[src/hdl/lcbse_pkg.sv]
// Types, constants and command codes of the LED chain bit-slot encoder.
// No dependencies.
package lcbse_pkg;

  localparam int LED_TOTAL_DEF   = 16;
  localparam int RESET_SLOTS_DEF = 64;
  localparam int BITS_PER_LED    = 24;
  localparam int BIT_W           = 5;
  localparam int ADDR_W          = 3;
  localparam int DATA_W          = 32;

  localparam logic [15:0] DUTY_ONE_RST  = 16'd68;
  localparam logic [15:0] DUTY_ZERO_RST = 16'd34;

  typedef enum logic [1:0] {
    CMD_TICK  = 2'd0,
    CMD_SET   = 2'd1,
    CMD_CLEAR = 2'd2,
    CMD_SHOW  = 2'd3
  } cmd_e;

  typedef enum logic {
    REG_DUTY_ONE  = 1'b0,
    REG_DUTY_ZERO = 1'b1
  } reg_e;

  typedef struct packed {
    logic [1:0] command;
    logic [7:0] led_index;
    logic [7:0] red_level;
    logic [7:0] green_level;
    logic [7:0] blue_level;
  } req_t;

  typedef struct packed {
    logic [15:0] duty;
    logic        slot_valid;
    logic        frame_last;
    logic        rejected;
  } res_t;

  typedef struct packed {
    logic [15:0] duty_one;
    logic [15:0] duty_zero;
  } cfg_t;

  typedef struct packed {
    logic        wr_en;
    logic        clr;
    logic [7:0]  addr;
    logic [23:0] colour;
  } store_wr_t;

endpackage

[src/hdl/led_chain_bit_slot_encoder.sv]
// Top level of the LED chain bit-slot encoder.
// A request is held in the request register; its result goes to the result register.
// Throughput: one request per cycle while the result is not stalled; the colour store is read ahead.
// Reset: synchronous; clears frame state, store valid bits, and sets the
// duty registers to 68 and 34. Depends on lcbse_pkg, lcbse_regs,
// lcbse_store and lcbse_core.
module led_chain_bit_slot_encoder #(
  parameter int LED_TOTAL   = lcbse_pkg::LED_TOTAL_DEF,
  parameter int RESET_SLOTS = lcbse_pkg::RESET_SLOTS_DEF
) (
  input  logic                         clk,
  input  logic                         rst,
  input  logic                         req_valid,
  output logic                         req_stall,
  input  lcbse_pkg::req_t              req_data,
  output logic                         res_valid,
  input  logic                         res_stall,
  output lcbse_pkg::res_t              res_data,
  input  logic                         psel,
  input  logic                         penable,
  input  logic                         pwrite,
  input  logic [lcbse_pkg::ADDR_W-1:0] paddr,
  input  logic [lcbse_pkg::DATA_W-1:0] pwdata,
  output logic [lcbse_pkg::DATA_W-1:0] prdata,
  output logic                         pready
);
  import lcbse_pkg::*;

  localparam int IDX_W = (LED_TOTAL > 1) ? $clog2(LED_TOTAL) : 1;

  cfg_t             cfg;
  store_wr_t        store_wr;
  logic [IDX_W-1:0] rd_addr;
  logic [23:0]      rd_colour;

  lcbse_regs u_regs (
    .clk     (clk),
    .rst     (rst),
    .psel    (psel),
    .penable (penable),
    .pwrite  (pwrite),
    .paddr   (paddr),
    .pwdata  (pwdata),
    .prdata  (prdata),
    .pready  (pready),
    .cfg     (cfg)
  );

  lcbse_store #(
    .LED_TOTAL (LED_TOTAL),
    .IDX_W     (IDX_W)
  ) u_store (
    .clk       (clk),
    .rst       (rst),
    .wr        (store_wr),
    .rd_addr   (rd_addr),
    .rd_colour (rd_colour)
  );

  lcbse_core #(
    .LED_TOTAL   (LED_TOTAL),
    .RESET_SLOTS (RESET_SLOTS),
    .IDX_W       (IDX_W)
  ) u_core (
    .clk       (clk),
    .rst       (rst),
    .req_valid (req_valid),
    .req_stall (req_stall),
    .req_data  (req_data),
    .res_valid (res_valid),
    .res_stall (res_stall),
    .res_data  (res_data),
    .cfg       (cfg),
    .store_wr  (store_wr),
    .rd_addr   (rd_addr),
    .rd_colour (rd_colour)
  );

endmodule

[src/hdl/lcbse_regs.sv]
// Configuration registers (duty values) behind the APB-style port.
// Depends on lcbse_pkg.
module lcbse_regs (
  input  logic                        clk,
  input  logic                        rst,
  input  logic                        psel,
  input  logic                        penable,
  input  logic                        pwrite,
  input  logic [lcbse_pkg::ADDR_W-1:0] paddr,
  input  logic [lcbse_pkg::DATA_W-1:0] pwdata,
  output logic [lcbse_pkg::DATA_W-1:0] prdata,
  output logic                        pready,
  output lcbse_pkg::cfg_t             cfg
);
  import lcbse_pkg::*;

  logic wr;
  reg_e sel;

  assign pready = 1'b1;
  assign wr     = psel && penable && pwrite;
  assign sel    = reg_e'(paddr[2]);

  always_ff @(posedge clk) begin
    if (rst) begin
      cfg.duty_one  <= DUTY_ONE_RST;
      cfg.duty_zero <= DUTY_ZERO_RST;
    end else if (wr) begin
      unique case (sel)
        REG_DUTY_ONE:  cfg.duty_one  <= pwdata[15:0];
        REG_DUTY_ZERO: cfg.duty_zero <= pwdata[15:0];
        default: ;
      endcase
    end
  end

  always_comb begin
    unique case (sel)
      REG_DUTY_ONE:  prdata = {16'd0, cfg.duty_one};
      REG_DUTY_ZERO: prdata = {16'd0, cfg.duty_zero};
      default:       prdata = '0;
    endcase
  end

endmodule

[src/hdl/lcbse_store.sv]
// Colour store: one 24-bit colour per LED with per-entry valid bits and a
// registered read port. Depends on lcbse_pkg.
module lcbse_store #(
  parameter int LED_TOTAL = lcbse_pkg::LED_TOTAL_DEF,
  parameter int IDX_W     = (LED_TOTAL > 1) ? $clog2(LED_TOTAL) : 1
) (
  input  logic                 clk,
  input  logic                 rst,
  input  lcbse_pkg::store_wr_t wr,
  input  logic [IDX_W-1:0]     rd_addr,
  output logic [23:0]          rd_colour
);
  import lcbse_pkg::*;

  logic [23:0]          mem [LED_TOTAL];
  logic [LED_TOTAL-1:0] valid;
  logic [23:0]          rd_q;
  logic                 rd_ok;
  logic [IDX_W-1:0]     wr_addr;

  assign wr_addr = wr.addr[IDX_W-1:0];

  always_ff @(posedge clk) begin
    if (rst) begin
      valid <= '0;
    end else if (wr.clr) begin
      valid <= '0;
    end else if (wr.wr_en) begin
      valid[wr_addr] <= 1'b1;
    end
  end

  always_ff @(posedge clk) begin
    if (wr.wr_en) begin
      mem[wr_addr] <= wr.colour;
    end
  end

  always_ff @(posedge clk) begin
    rd_q  <= mem[rd_addr];
    rd_ok <= valid[rd_addr];
  end

  assign rd_colour = rd_ok ? rd_q : 24'd0;

endmodule

[src/hdl/lcbse_core.sv]
// Request register, frame sequencer and result register.
// Depends on lcbse_pkg; drives the colour store write and read ports.
module lcbse_core #(
  parameter int LED_TOTAL   = lcbse_pkg::LED_TOTAL_DEF,
  parameter int RESET_SLOTS = lcbse_pkg::RESET_SLOTS_DEF,
  parameter int IDX_W       = (LED_TOTAL > 1) ? $clog2(LED_TOTAL) : 1
) (
  input  logic                 clk,
  input  logic                 rst,
  input  logic                 req_valid,
  output logic                 req_stall,
  input  lcbse_pkg::req_t      req_data,
  output logic                 res_valid,
  input  logic                 res_stall,
  output lcbse_pkg::res_t      res_data,
  input  lcbse_pkg::cfg_t      cfg,
  output lcbse_pkg::store_wr_t store_wr,
  output logic [IDX_W-1:0]     rd_addr,
  input  logic [23:0]          rd_colour
);
  import lcbse_pkg::*;

  localparam int LED_W   = $clog2(LED_TOTAL + 1);
  localparam int PAD_W   = (RESET_SLOTS > 1) ? $clog2(RESET_SLOTS) : 1;
  localparam bit HAS_PAD = (RESET_SLOTS > 0);
  localparam logic [BIT_W-1:0] LAST_BIT = BIT_W'(BITS_PER_LED - 1);

  logic             q_valid;
  req_t             q_data;
  logic             adv;
  logic             fire;
  cmd_e             cmd;

  logic             active, active_next;
  logic [LED_W-1:0] led, led_next;
  logic [BIT_W-1:0] bit_pos, bit_pos_next;
  logic [PAD_W-1:0] pad, pad_next;
  res_t             res_next;
  logic             in_data;
  logic             is_last;
  logic [BIT_W-1:0] sel;

  assign adv       = !res_valid || !res_stall;
  assign fire      = q_valid && adv;
  assign req_stall = q_valid && !adv;
  assign cmd       = cmd_e'(q_data.command);

  assign in_data = (led < LED_W'(LED_TOTAL));
  assign sel     = {bit_pos[4:3], ~bit_pos[2:0]};

  always_comb begin
    if (HAS_PAD) begin
      is_last = !in_data && (pad == PAD_W'(RESET_SLOTS - 1));
    end else begin
      is_last = (led == LED_W'(LED_TOTAL - 1)) && (bit_pos == LAST_BIT);
    end
  end

  always_comb begin
    active_next  = active;
    led_next     = led;
    bit_pos_next = bit_pos;
    pad_next     = pad;
    res_next     = '0;
    store_wr     = '0;
    if (fire) begin
      unique case (cmd)
        CMD_TICK: begin
          if (active) begin
            res_next.slot_valid = 1'b1;
            if (in_data) begin
              res_next.duty = rd_colour[sel] ? cfg.duty_one : cfg.duty_zero;
            end
            if (is_last) begin
              res_next.frame_last = 1'b1;
              active_next         = 1'b0;
              led_next            = '0;
              bit_pos_next        = '0;
              pad_next            = '0;
            end else if (in_data) begin
              if (bit_pos == LAST_BIT) begin
                bit_pos_next = '0;
                led_next     = led + LED_W'(1);
              end else begin
                bit_pos_next = bit_pos + BIT_W'(1);
              end
            end else begin
              pad_next = pad + PAD_W'(1);
            end
          end
        end
        CMD_SET: begin
          if (active) begin
            res_next.rejected = 1'b1;
          end else if ({1'b0, q_data.led_index} < 9'(LED_TOTAL)) begin
            store_wr.wr_en  = 1'b1;
            store_wr.addr   = q_data.led_index;
            store_wr.colour = {q_data.red_level, q_data.green_level,
                               q_data.blue_level};
          end
        end
        CMD_CLEAR: begin
          if (active) begin
            res_next.rejected = 1'b1;
          end else begin
            store_wr.clr = 1'b1;
          end
        end
        CMD_SHOW: begin
          active_next  = 1'b1;
          led_next     = '0;
          bit_pos_next = '0;
          pad_next     = '0;
        end
        default: ;
      endcase
    end
  end

  // prefetch the colour of the LED the next request will use
  assign rd_addr = (led_next < LED_W'(LED_TOTAL)) ? led_next[IDX_W-1:0] : '0;

  always_ff @(posedge clk) begin
    if (rst) begin
      q_valid   <= 1'b0;
      res_valid <= 1'b0;
      active    <= 1'b0;
      led       <= '0;
      bit_pos   <= '0;
      pad       <= '0;
    end else begin
      if (!req_stall) begin
        q_valid <= req_valid;
      end
      if (fire) begin
        res_valid <= 1'b1;
      end else if (!res_stall) begin
        res_valid <= 1'b0;
      end
      active  <= active_next;
      led     <= led_next;
      bit_pos <= bit_pos_next;
      pad     <= pad_next;
    end
  end

  always_ff @(posedge clk) begin
    if (req_valid && !req_stall) begin
      q_data <= req_data;
    end
    if (fire) begin
      res_data <= res_next;
    end
  end

endmodule

[config.mk]
export PLATFORM = sky130hd
export DESIGN_NAME = led_chain_bit_slot_encoder
export DESIGN_NICKNAME = d
export VERILOG_FILES = /design/src/hdl/lcbse_pkg.sv /design/src/hdl/led_chain_bit_slot_encoder.sv /design/src/hdl/lcbse_regs.sv /design/src/hdl/lcbse_store.sv /design/src/hdl/lcbse_core.sv
export SDC_FILE = /design/constraint.sdc
export NUM_CORES = 1
export LEC_CHECK = 0
export ABC_CLOCK_PERIOD_IN_PS = 4310
export BUFFER_PORTS_ARGS = -buffer_cell sky130_fd_sc_hd__buf_2
export CAP_MARGIN = 15
export CELL_PAD_IN_SITES_DETAIL_PLACEMENT = 0
export CELL_PAD_IN_SITES_GLOBAL_PLACEMENT = 1
export CORE_MARGIN = 2
export CORE_UTILIZATION = 30
export DETAILED_ROUTE_END_ITERATION = 12
export GPL_TIMING_DRIVEN = 0
export PLACE_DENSITY_LB_ADDON = 0.1
export SYNTH_ARGS = -nofsm -noshare
export SYNTH_HDL_FRONTEND = slang
export SYNTH_SLANG_ARGS = --single-unit
[constraint.sdc]
create_clock -name clk -period 4.31 [get_ports clk]
set_input_delay 0.6465 -clock clk [delete_from_list [all_inputs] [get_ports clk]]
set_output_delay 0.6465 -clock clk [all_outputs]
set_load 0.005 [all_outputs]
==> out/qor.txt <==
CTS
---------------------------------------------------------------------------------
Hold-fix buffers at CTS                                                         0
H-tree levels                                                                   2
Number of gates resized after CTS                                               0
Sink count of the clock tree                                                  529
Maximum buffer depth of the clock tree                                          3
Cell at the root of the clock tree                                      clkbuf_16
Count of buffers added by post-CTS timing repair for setup                      0
Latest clock arrival within the worst-skew pair                           0.63 ns
Register clock-pin slew on the reported worst setup and hold paths        0.06 ns
Clock tree from TritonCTS                                                    done
Number of buffers created by CTS                                               58

DETAILED ROUTING
---------------------------------------------------------------------------------
Via total after detailed routing                                           12,500
Via density per instance                                                     4.84
# DRC                                                                           0
Initial DRT Pass Iterations                                                     7
Starting DRC count in detailed routing                                      1,018
Total wirelength of the detailed-routed design                          59,600 µm
Wire per inst                                                             23.1 µm
Post-route antenna net violation count                                          0

SETUP PATH
---------------------------------------------------------------------------------
Critical path buffers and inverters                                             3
Critical path peak fanout                                                      10
Cell-by-cell listing of the critical path                            inv_1 > ha_1 > o31a_1 > buf_2 > nand4_1 > o21ai_1 > nand3_1 > clkbuf_1 > a2111oi_0 > a211o_1
Number of stages on the worst setup path                                       10
Worst R2R Path Depth                                                           10
Data arrival time at the worst-slack endpoint                             4.28 ns
Worst reg2reg path startpoint                                        u_core.cmd[0]
Kind of capture point of the worst setup path                                flop
Critical path launch point                                           u_core.cmd[0]
Reg2Reg Setup Slack                                                       0.59 ns
CP startpoint kind                                                           flop
Category of the most critical setup path                             flop to flop
End of the worst register-to-register path                           u_store.rd_q[11]
Required time at the worst-slack endpoint                                 4.87 ns
Worst path top cell family by delay                                  compound AO/OA/AOI/OAI gates
Last element of the critical path                                    u_store.rd_q[11]
Crit path largest cell delay                                              0.73 ns
Critical Path Slowest Stage Cell                                        a2111oi_0

PLACE
---------------------------------------------------------------------------------
Detailed Place HPWL                                                     39,900 µm
GPL Wtd Cong                                                                0.748
I/O Buffers                                                                    92
Pre-CTS setup slack                                                      0.154 ns

GLOBAL ROUTE
---------------------------------------------------------------------------------
GRT Resource Usage Total                                                    16.7%
Number of antenna violations at the first check in global routing               4
Residual overflow from global routing                                           0
Maximum number of pins on one net before global-route repair                   28
Wire length of the first global-routing pass                            86,600 µm
Via count of the first global-routing pass                                 12,400

LAYOUT
---------------------------------------------------------------------------------
Growth of design area from synthesis to finish                              19.6%
Most frequent cells in the layout                                    437 x edfxtp_1, 140 x nor2_1, 121 x buf_2, 117 x mux2i_1, 92 x dfxtp_1
Ratio of cells with drive above 1 in the final layout                       19.7%
Fill cell count                                                             6,631
Most common cell after layout, fill and taps aside                       edfxtp_1
Multi-input gate area in the final layout                                5450 µm²
Post-layout nets                                                            1,682
Flip-flop and latch area                                               15,000 µm²

TIMING
---------------------------------------------------------------------------------
Fmax                                                                      269 MHz
Post-route fraction of the period consumed by the critical path             86.2%
Slew margin rel.                                                            20.9%
Final setup violating endpoints                                                 0
Min Tclk post-route                                                       3.72 ns
Post-layout worst setup margin                                           0.594 ns
Count of endpoints failing hold in the final timing report                      0
Final clock skew                                                        0.0345 ns
Transition time of the tightest slew-check pin                            1.19 ns
Final Slew Violations                                                           0
Setup repair after global routing missed its margin                         false

FLOORPLAN
---------------------------------------------------------------------------------
Die footprint                                                          71,600 µm²
Core box area                                                          68,700 µm²
Row count                                                                      96
Vert. Die Dim                                                              268 µm
# IOs                                                                         130
Chip Width                                                                 268 µm
Effective utilization at floorplan                                          30.4%

POWER
---------------------------------------------------------------------------------
Overall power                                                            0.0106 W
Worst vdd rail ir drop                                                   0.269 mV
Power per cell area                                                    424 nW/µm²
Leakage power total                                                       9.84 nW

LOGIC SYNTHESIS
---------------------------------------------------------------------------------
Number of enable flip-flop cells after synthesis                              437
Synthesized instance count                                                  1,408
Flops & latches, synth                                                        529
Unique masters post-synth                                                      66
Average instance area after synthesis                                    14.8 µm²
Sequential fraction of the synthesis area                                   71.7%
Ys Warns                                                                        0
Netlist area before placement                                          20,900 µm²
Post-synthesis async set-or-reset flop share                                   0%
Flip-flop cell with the highest count after synthesis                    edfxtp_1

STATUS
---------------------------------------------------------------------------------
Outcome                                                              finished, final reports clean

HOLD PATH
---------------------------------------------------------------------------------
Hold Path Class                                                      input pin to flop

FLOW RUN
---------------------------------------------------------------------------------
Max-cap violations                                                              0

-- final cells by class --
type | instances | area share (%)
inverters | 9 | 0.135
clock buffers | 73 | 6.08
well taps | 931 | 4.67
plain buffers | 103 | 2.35
flip-flops and latches | 529 | 60.0
clock inverters | 35 | 1.35
diodes | 1 | 0.0100
repair buffers | 116 | 3.56
multi-input cells | 782 | 21.8
-- metrics by stage --
step	area, µm²	hold slack, ns	std cells	utilization, %	TNS [ns]
2_1_floorplan	20900	0.435	1423	-	0
3_3_place_gp	22500	0.447	2446	32.8	-498.62
3_5_place_dp	23100	0.453	2470	33.6	0
4_1_cts	24900	0.143	2578	36.3	0
5_1_grt	24900	0.164	2578	36.3	0
6_report	24900	0.190	2579	36.3	0
-- synthesized netlist by cell type (3+ instances only) --
cell | instances | area [µm²]
buf_4 | 25 | 188
and2_1 | 27 | 169
o21a_1 | 16 | 120
nor2_1 | 152 | 571
clkbuf_1 | 39 | 146
nor4_1 | 3 | 18.8
a21oi_1 | 44 | 220
ha_1 | 7 | 87.6
nor2b_1 | 5 | 31.3
buf_6 | 7 | 78.8
nand2_1 | 80 | 300
o221ai_1 | 48 | 420
o21ai_0 | 37 | 185
o32ai_1 | 24 | 210
a2111oi_2 | 9 | 135
buf_2 | 28 | 140
nand2b_1 | 8 | 50.1
a2111oi_0 | 15 | 131
nand3_1 | 12 | 60.1
nor3_1 | 35 | 175
mux4_2 | 7 | 158
o22ai_1 | 25 | 156
mux2_2 | 18 | 203
edfxtp_1 | 437 | 13100
dfxtp_1 | 92 | 1840
nand4_1 | 5 | 31.3
nand3b_1 | 7 | 52.6
a211o_1 | 24 | 210
inv_1 | 8 | 30.0
mux2i_1 | 117 | 1170
and3_1 | 5 | 31.3
nor4b_1 | 3 | 26.3
-- how the worst min path moves through the flow --
stage | from | end | slack (ns) | cells past startpoint
after global placement | u_store.valid[2] | u_store.valid[2] | 0.45 | 1
after floorplan | u_store.valid[6] | u_store.valid[6] | 0.44 | 1
after CTS | req_data[13] | u_core.q_data[13] | 0.14 | 1
after global routing | req_data[13] | u_core.q_data[13] | 0.16 | 1
after detailed placement | u_store.valid[12] | u_store.valid[12] | 0.45 | 1
final | req_data[18] | u_core.q_data[18] | 0.19 | 1
-- cell families (layout without fill, tap and decap cells) --
logic type      Yosys count  count (layout)  synth area share (%)
simple gates            353             353                  7.77
mux                     144             144                  7.47
buf+inv                 112             336                  2.97
compound gates          261             261                  9.59
fa+ha+maj                 7               7                 0.420
flops                   529             529                  71.7
other cells               2              18                0.0360
-- where the power goes --
part           switching [W]  total, W  internal, W  leakage (nW)
Sequential         0.0000179   0.00552      0.00550          5.72
Clock                0.00205   0.00490      0.00284         0.903
Combinational       0.000101  0.000167    0.0000656          3.22
-- flip-flops by register name, indices dropped and copies added, names as in the netlist --
name	flops
u_store.rd_ok	1
u_core.active	1
u_core.q_valid	1
u_regs.cfg	32
u_core.res_data	19
u_store.rd_q	24
u_store.mem	384
u_store.valid	16
u_core.pad	6
u_core.q_data	32
u_core.bit_pos	5
u_core.led	5
u_core.cmd	2
u_core.res_valid	1
-- metal layers --
layer  global-route usage, %  vias up  share of wire (%)
li1                        -     5812                  -
met1                    24.3     6312                 48
met4                    3.87        0                1.8
met5                       0        -                  0
met2                    26.3      288                 46
met3                    2.36       71                4.6
Power figures use the tool's default switching activity.
